File: config.mk
export PLATFORM = sky130hd
export DESIGN_NAME = char_lcd_decimal_writer
export DESIGN_NICKNAME = d
export VERILOG_FILES = /design/src/rtl/cldw_pkg.sv /design/src/rtl/cldw_div10.sv /design/src/rtl/char_lcd_decimal_writer.sv
export SDC_FILE = /design/constraint.sdc
export NUM_CORES = 1
export LEC_CHECK = 0
export ABC_CLOCK_PERIOD_IN_PS = 7300
export BUFFER_PORTS_ARGS = -buffer_cell sky130_fd_sc_hd__buf_4
export CAP_MARGIN = 40
export CORE_MARGIN = 1
export CORE_UTILIZATION = 60
export CTS_CLUSTER_DIAMETER = 40
export DETAILED_ROUTE_END_ITERATION = 10
export MAX_ROUTING_LAYER = met4
export PLACE_DENSITY = 0.77
export SLEW_MARGIN = 20
export SYNTH_ARGS = -nofsm -noshare
export SYNTH_HDL_FRONTEND = slang
export SYNTH_SLANG_ARGS = --single-unit
export TNS_END_PERCENT = 50
File: constraint.sdc
create_clock -name clk -period 7.3 [get_ports clk]
set_clock_uncertainty 0.1 [all_clocks]
set_input_delay 0.365 -clock clk [delete_from_list [all_inputs] [get_ports clk]]
set_output_delay 0.365 -clock clk [all_outputs]
set_load 0.02 [all_outputs]
File: src/rtl/cldw_pkg.sv
// Shared types and constants for the character display write sequencer.
// No dependencies; imported by every module of the block.
package cldw_pkg;

  // Request word accepted on the input channel.
  typedef struct packed {
    logic        action;
    logic [7:0]  row;
    logic [5:0]  column;
    logic [7:0]  char_code;
    logic [15:0] number;
    logic [2:0]  digit_count;
  } cldw_in_t;

  // One bus write delivered on the result channel.
  typedef struct packed {
    logic       is_data;
    logic [7:0] bus_byte;
    logic       last;
  } cldw_out_t;

  // Request modes.
  localparam logic ACT_CHAR = 1'b0;
  localparam logic ACT_NUM  = 1'b1;

  // Register select values.
  localparam logic RS_CMD  = 1'b0;
  localparam logic RS_DATA = 1'b1;

  // Display command and character constants.
  localparam logic [7:0] LCD_SET_ADDR  = 8'h80;
  localparam logic [7:0] LCD_LINE2_OFS = 8'h40;
  localparam logic [7:0] LCD_FIRST_ROW = 8'h01;
  localparam logic [7:0] ASCII_ZERO    = 8'h30;

  // Default upper limit on the number of digits shown.
  localparam int DEFAULT_MAX_DIGITS = 5;

  // Reciprocal of ten for a 16-bit dividend: q = (v * 52429) >> 19 is exact.
  localparam logic [15:0] DIV10_MUL   = 16'd52429;
  localparam int          DIV10_SHIFT = 19;
  localparam logic [3:0]  RADIX       = 4'd10;

endpackage

File: src/rtl/cldw_div10.sv
// Divide-by-ten unit: quotient and remainder of a 16-bit value.
// Depends on cldw_pkg for the reciprocal constants.
module cldw_div10
  import cldw_pkg::*;
(
  input  logic [15:0] dividend,
  output logic [15:0] quotient,
  output logic [3:0]  remainder
);

  logic [31:0] prod;
  logic [15:0] q_times_ten;
  logic [15:0] diff;

  // Multiply by the scaled reciprocal and keep the integer part.
  assign prod     = dividend * DIV10_MUL;
  assign quotient = 16'(prod >> DIV10_SHIFT);

  // Remainder is what the quotient times ten leaves; it is always below ten.
  assign q_times_ten = (quotient << 3) + (quotient << 1);
  assign diff        = dividend - q_times_ten;
  assign remainder   = diff[3:0];

endmodule

File: src/rtl/char_lcd_decimal_writer.sv
// Character display write sequencer: one request becomes a set-address command
// followed by a character byte or a run of decimal digits, one bus word each.
// Character mode: 2 output words, one per cycle unless the output stalls.
// Number mode with n digits: the shared divide-by-ten unit works out the digits first,
// then n+1 output words at one per cycle unless stalled; the next request is taken after that.
// Reset (rst_n low, synchronous) returns to idle and drops any pending word.
module char_lcd_decimal_writer
  import cldw_pkg::*;
#(
  parameter int MAX_DIGITS = DEFAULT_MAX_DIGITS
) (
  input  logic      clk,
  input  logic      rst_n,
  input  logic      in_valid,
  output logic      in_ready,
  input  cldw_in_t  in_data,
  output logic      out_valid,
  input  logic      out_ready,
  output cldw_out_t out_data
);

  // The digit count field is three bits wide, so at most seven digits are held.
  localparam int DIG_DEPTH = (MAX_DIGITS < 7) ? MAX_DIGITS : 7;
  localparam int CNT_W     = $clog2(DIG_DEPTH + 1);
  localparam int IDX_W     = (DIG_DEPTH > 1) ? $clog2(DIG_DEPTH) : 1;

  typedef enum logic [2:0] {
    S_IDLE,
    S_CONV,
    S_ADDR,
    S_CHAR,
    S_DIGIT
  } state_t;

  state_t          state_r, state_nxt;
  logic [15:0]     val_r, val_nxt;
  logic [CNT_W-1:0] ndig_r, ndig_nxt;
  logic [CNT_W-1:0] k_r, k_nxt;
  logic [7:0]      addr_r, addr_nxt;
  logic [7:0]      char_r, char_nxt;
  logic            mode_r, mode_nxt;
  logic [3:0]      dig_r [DIG_DEPTH];
  logic            out_valid_r, out_valid_nxt;
  cldw_out_t       out_data_r, out_data_nxt;

  logic [15:0]      quo;
  logic [3:0]       rem;
  logic             slot_free;
  logic [7:0]       base;
  logic [CNT_W-1:0] cnt_clamped;
  logic [CNT_W-1:0] k_dec;
  logic             dig_we;

  // Shared divide-by-ten unit, one digit per cycle, least significant first.
  cldw_div10 u_div10 (
    .dividend  (val_r),
    .quotient  (quo),
    .remainder (rem)
  );

  assign in_ready  = (state_r == S_IDLE);
  assign out_valid = out_valid_r;
  assign out_data  = out_data_r;
  assign slot_free = !out_valid_r || out_ready;
  assign k_dec     = k_r - CNT_W'(1);

  // Address base for the selected line and the clamped digit count.
  always_comb begin
    base = (in_data.row == LCD_FIRST_ROW) ? LCD_SET_ADDR : (LCD_SET_ADDR + LCD_LINE2_OFS);
    if (int'(in_data.digit_count) > DIG_DEPTH) begin
      cnt_clamped = CNT_W'(DIG_DEPTH);
    end else begin
      cnt_clamped = in_data.digit_count[CNT_W-1:0];
    end
  end

  // Sequencer next-state logic.
  always_comb begin
    state_nxt     = state_r;
    val_nxt       = val_r;
    ndig_nxt      = ndig_r;
    k_nxt         = k_r;
    addr_nxt      = addr_r;
    char_nxt      = char_r;
    mode_nxt      = mode_r;
    out_valid_nxt = out_valid_r && !out_ready;
    out_data_nxt  = out_data_r;
    dig_we        = 1'b0;

    case (state_r)
      S_IDLE: begin
        if (in_valid) begin
          addr_nxt = base + {2'b00, in_data.column} - 8'd1;
          char_nxt = in_data.char_code;
          mode_nxt = in_data.action;
          val_nxt  = in_data.number;
          ndig_nxt = cnt_clamped;
          k_nxt    = '0;
          if (in_data.action == ACT_NUM && cnt_clamped != '0) begin
            state_nxt = S_CONV;
          end else begin
            state_nxt = S_ADDR;
          end
        end
      end
      S_CONV: begin
        dig_we  = 1'b1;
        val_nxt = quo;
        k_nxt   = k_r + CNT_W'(1);
        if (k_r == ndig_r - CNT_W'(1)) begin
          state_nxt = S_ADDR;
        end
      end
      S_ADDR: begin
        if (slot_free) begin
          out_valid_nxt        = 1'b1;
          out_data_nxt.is_data = RS_CMD;
          out_data_nxt.bus_byte = addr_r;
          if (mode_r == ACT_CHAR) begin
            out_data_nxt.last = 1'b0;
            state_nxt         = S_CHAR;
          end else if (ndig_r == '0) begin
            out_data_nxt.last = 1'b1;
            state_nxt         = S_IDLE;
          end else begin
            out_data_nxt.last = 1'b0;
            k_nxt             = ndig_r;
            state_nxt         = S_DIGIT;
          end
        end
      end
      S_CHAR: begin
        if (slot_free) begin
          out_valid_nxt         = 1'b1;
          out_data_nxt.is_data  = RS_DATA;
          out_data_nxt.bus_byte = char_r;
          out_data_nxt.last     = 1'b1;
          state_nxt             = S_IDLE;
        end
      end
      S_DIGIT: begin
        if (slot_free) begin
          out_valid_nxt         = 1'b1;
          out_data_nxt.is_data  = RS_DATA;
          out_data_nxt.bus_byte = ASCII_ZERO + {4'b0000, dig_r[k_dec[IDX_W-1:0]]};
          out_data_nxt.last     = (k_r == CNT_W'(1));
          k_nxt                 = k_dec;
          if (k_r == CNT_W'(1)) begin
            state_nxt = S_IDLE;
          end
        end
      end
      default: begin
        state_nxt = S_IDLE;
      end
    endcase
  end

  // State and registered outputs.
  always_ff @(posedge clk) begin
    if (!rst_n) begin
      state_r     <= S_IDLE;
      out_valid_r <= 1'b0;
    end else begin
      state_r     <= state_nxt;
      out_valid_r <= out_valid_nxt;
    end
    val_r      <= val_nxt;
    ndig_r     <= ndig_nxt;
    k_r        <= k_nxt;
    addr_r     <= addr_nxt;
    char_r     <= char_nxt;
    mode_r     <= mode_nxt;
    out_data_r <= out_data_nxt;
  end

  // Digit store, filled least significant digit first.
  always_ff @(posedge clk) begin
    if (dig_we) begin
      dig_r[k_r[IDX_W-1:0]] <= rem;
    end
  end

endmodule

==> results.env <==
GRT_PASS1_VIAS=5776
DIE_Y_UM=117
YOSYS.CELL_COUNT.TOP_TYPE='inv_1'
FINALNETCOUNT=1070
MIN_PATH_TYPE='in2reg'
CRIT_END='val_r[11]'
GRT_OVERFLOW_TOTAL=0
LARGEST_NET_DEGREE_AT_THE_START_OF_GLOBAL_ROUTING=37
PIN_COUNT=58
CLK-INSERTION-DELAY-LATE_NS=0.33
SETUP.WORST_PATH.CLASS='reg2reg'
TRITONCTS='done'
SYNTH.AREA.TOP_CELLS='edfxtp_1, ha_1, fa_1'
SETUP.WORST_PATH.END_CLASS='flip-flop'
SETUP_VIOL=0
PATH_CLK_SLEW_NS=0.06
MAX_CLOCK_FREQ_GHz=0.161
POST-ROUTE-DRC-COUNT=0
TIMING.SLEW.HEADROOM=0.457
MULTI_INPUT_AREA_UM2=5040
WL_PER_CELL_UM=18.1
CLOCK_SINKS=73
POST_CTS_RESIZE_COUNT=0
NUM-FILL-CELLS=991
REG_TO_REG_SETUP_TIMING_SLACK_NS=1.08
YOSYSWARNINGS=0
ROUTED_VIA_DENSITY=5.60
STARTING_DENSITY_OF_THE_CORE=0.621
CRITPATHLAUNCHTYPE='flip-flop'
ROUTE.VIAS.TOTAL=5498
POST_SYNTHESIS_CELL_AREA_UM2=7900
ROUTED_WL_MM=17.7
SYNTH_ENABLE_FLOP_CELLS=69
FF_LATCH_AREA_UM2=2150
SYNTH_TOP_AREA_SHARE=0.262
NUMBER_OF_CELL_INSTANCES_ON_THE_WORST_REGISTER_TO_REGISTER_PATH=19
N_ANTENNA_CELL=0
DRT.ANTENNA.VIOLATING_NETS=0
TIMING.RR.START='val_r[7]'
STATUS='complete, no violations'
NUMBER_OF_FLIP_FLOPS_AND_LATCHES_IN_THE_SYNTHESIZED_NETLIST=73
FP.COREAREA_UM2=12700
RSZ0062_AT_GRT='no'
DETAILED_PLACE_HPWL_MM=14.9
TIMING.CRITICAL_PATH.REQUIRED_NS=7.39
SYNTH_FLOP_CELL='edfxtp_1'
REG2REG_TO='val_r[11]'
STARTPOINT='val_r[7]'
TIMING.FINAL.HOLD_VIOLATIONS=0
SYNTH_COMMON_CELLS='inv_1, ha_1, fa_1'
WORSTPATHMAXFANOUT=5
SYNTH-ASYNC-RESET-RATIO=0
PORT-BUFFER-COUNT=57
POSTSYNTHCELLCOUNT=743
FINAL.MIN_CLOCK_PERIOD_NS=6.22
FLOW.AREA_GROWTH_FROM_SYNTHESIS_PCT=12.1
TIGHTEST_SLEW_NS=0.809
DRV_CAP=0
CRITICAL_PATH_ARRIVAL_NS=6.31
DIE_AREA_UM2=13600
ROW_COUNT=41
DRT_ITER0_DRC=285
SYNTH_AREA_PER_CELL_UM2=10.6
POST-CTS-SETUP-BUFFERS=0
GR-USAGE-ALL-LAYERS=0.297
FINAL_LAYOUT_SIZE_SUFFIX_GT1_FRAC=0.110
DETAIL_ROUTE.FIRST_PASS.ITERATIONS=5
POST_SYNTHESIS_NET_COUNT=1009
DIE_WIDTH_UM=117
SYNTH_SEQUENTIAL_AREA_RATIO=0.272
GP_ROUTABILITY_CONGESTION=0.989
CTS.ROOT.BUFFER_CELL='clkbuf_16'
CTS_HOLD_BUF=0
SYNTHDISTINCTLIBCELLS=57
TNS_NS=0
HTREE_NUM_LEVELS=3
GRT_PASS1_WL_MM=28.9
LONGEST_CLK_PATH_BUFS=2
FIN_CRIT_SH=0.851
NETLIST.TOP_CELL.BY_AREA='edfxtp_1'
FINAL_MAX_SLEW_VIOL_COUNT=0
ANTENNA_VIOLATIONS_BEFORE_REPAIR=0
CTS_BUFFERS=9
through the flow:
stage / hold slack [ns] / setup slack [ns] / util / cell area, um^2 / instances
CTS: 0.0974 / 1.09 / 0.693 / 8820 / 979
finish: 0.106 / 1.08 / 0.696 / 8850 / 981
detailed placement: 0.445 / 1.11 / 0.669 / 8520 / 963
floorplan: 0.364 / 1.50 / - / 7900 / 743
global placement: 0.430 / 1.15 / 0.668 / 8500 / 959
global route: 0.0902 / 0.679 / 0.696 / 8850 / 981
final cells by class:
class | count | area share
clock inverters | 7 | 0.00891
well taps | 172 | 0.0243
flip-flops and latches | 73 | 0.243
clock buffers | 9 | 0.0254
multi-input cells | 483 | 0.570
inverters | 173 | 0.0734
repair buffers | 64 | 0.0549
cell usage in the layout, fill, tap and decap left out, types with 3 or more instances in the layout:
cell type	instances
nand2b_1	5
o21ai_0	20
a22oi_1	4
xnor2_1	17
a21oi_1	30
nand4_1	3
nor3_1	4
nor4_1	4
o31ai_1	4
inv_1	173
edfxtp_1	69
o21a_1	5
nand3_1	9
buf_4	59
clkbuf_16	9
o211ai_1	3
nor2_1	38
xor2_1	13
nor2b_1	9
mux4_2	4
fa_1	80
mux2i_1	4
a221oi_1	4
mux2_2	3
nand2_1	26
and2_1	4
ha_1	140
o22ai_1	6
clkinv_4	4
a21o_1	10
dfxtp_1	4
how the worst min path moves through the flow:
| stage | from | to | slack, ns | cells after the start |
|---|---|---|---|---|
| after global placement | char_r[4] | out_data[5] | 0.43 | 2 |
| after detailed placement | in_data[24] | char_r[5] | 0.44 | 1 |
| after floorplan | in_data[19] | char_r[0] | 0.36 | 0 |
| after CTS | in_data[24] | char_r[5] | 0.1 | 1 |
| final | in_data[24] | char_r[5] | 0.11 | 1 |
| after global routing | in_data[20] | char_r[1] | 0.09 | 1 |
state kept, by name, summed over array words and instances, names as in the netlist, 3 cells and up:
signal / flops
dig_r: 20
state_r: 3
val_r: 16
ndig_r: 3
char_r: 8
k_r: 3
out_data: 10
addr_r: 8
logic make-up after synthesis:
logic type	after synthesis	share of synthesized area
buf+inv	187	0.0889
xor+xnor	30	0.0333
mux	11	0.0208
flops	73	0.272
fa+ha+maj	220	0.425
compound gates	104	0.0852
simple gates	118	0.0748
critical path, stage by stage (launching register included):
cell and delay (ns):
edfxtp_1 0.55, ha_1 0.43, inv_1 0.12, fa_1 0.50, inv_1 0.05, fa_1 0.51
fa_1 0.52, fa_1 0.54, inv_1 0.05, fa_1 0.52, inv_1 0.04, ha_1 0.32
and4_1 0.23, nand2_1 0.06, a2bb2oi_1 0.23, and4bb_4 0.31, o21ai_2 0.09, a211o_1 0.35
a2111o_1 0.43, nand3_1 0.12
layer usage:
layer	global-route usage	share of wire	vias to the layer above
met2	0.492	0.49	180
li1	-	-	2609
met3	0.0483	0.054	31
met1	0.383	0.44	2678
met4	0.0717	0.019	0
met5	-	0	-
Power is not shown: default switching activity piles up to over one toggle a cycle in this logic, so the estimate is an artifact.
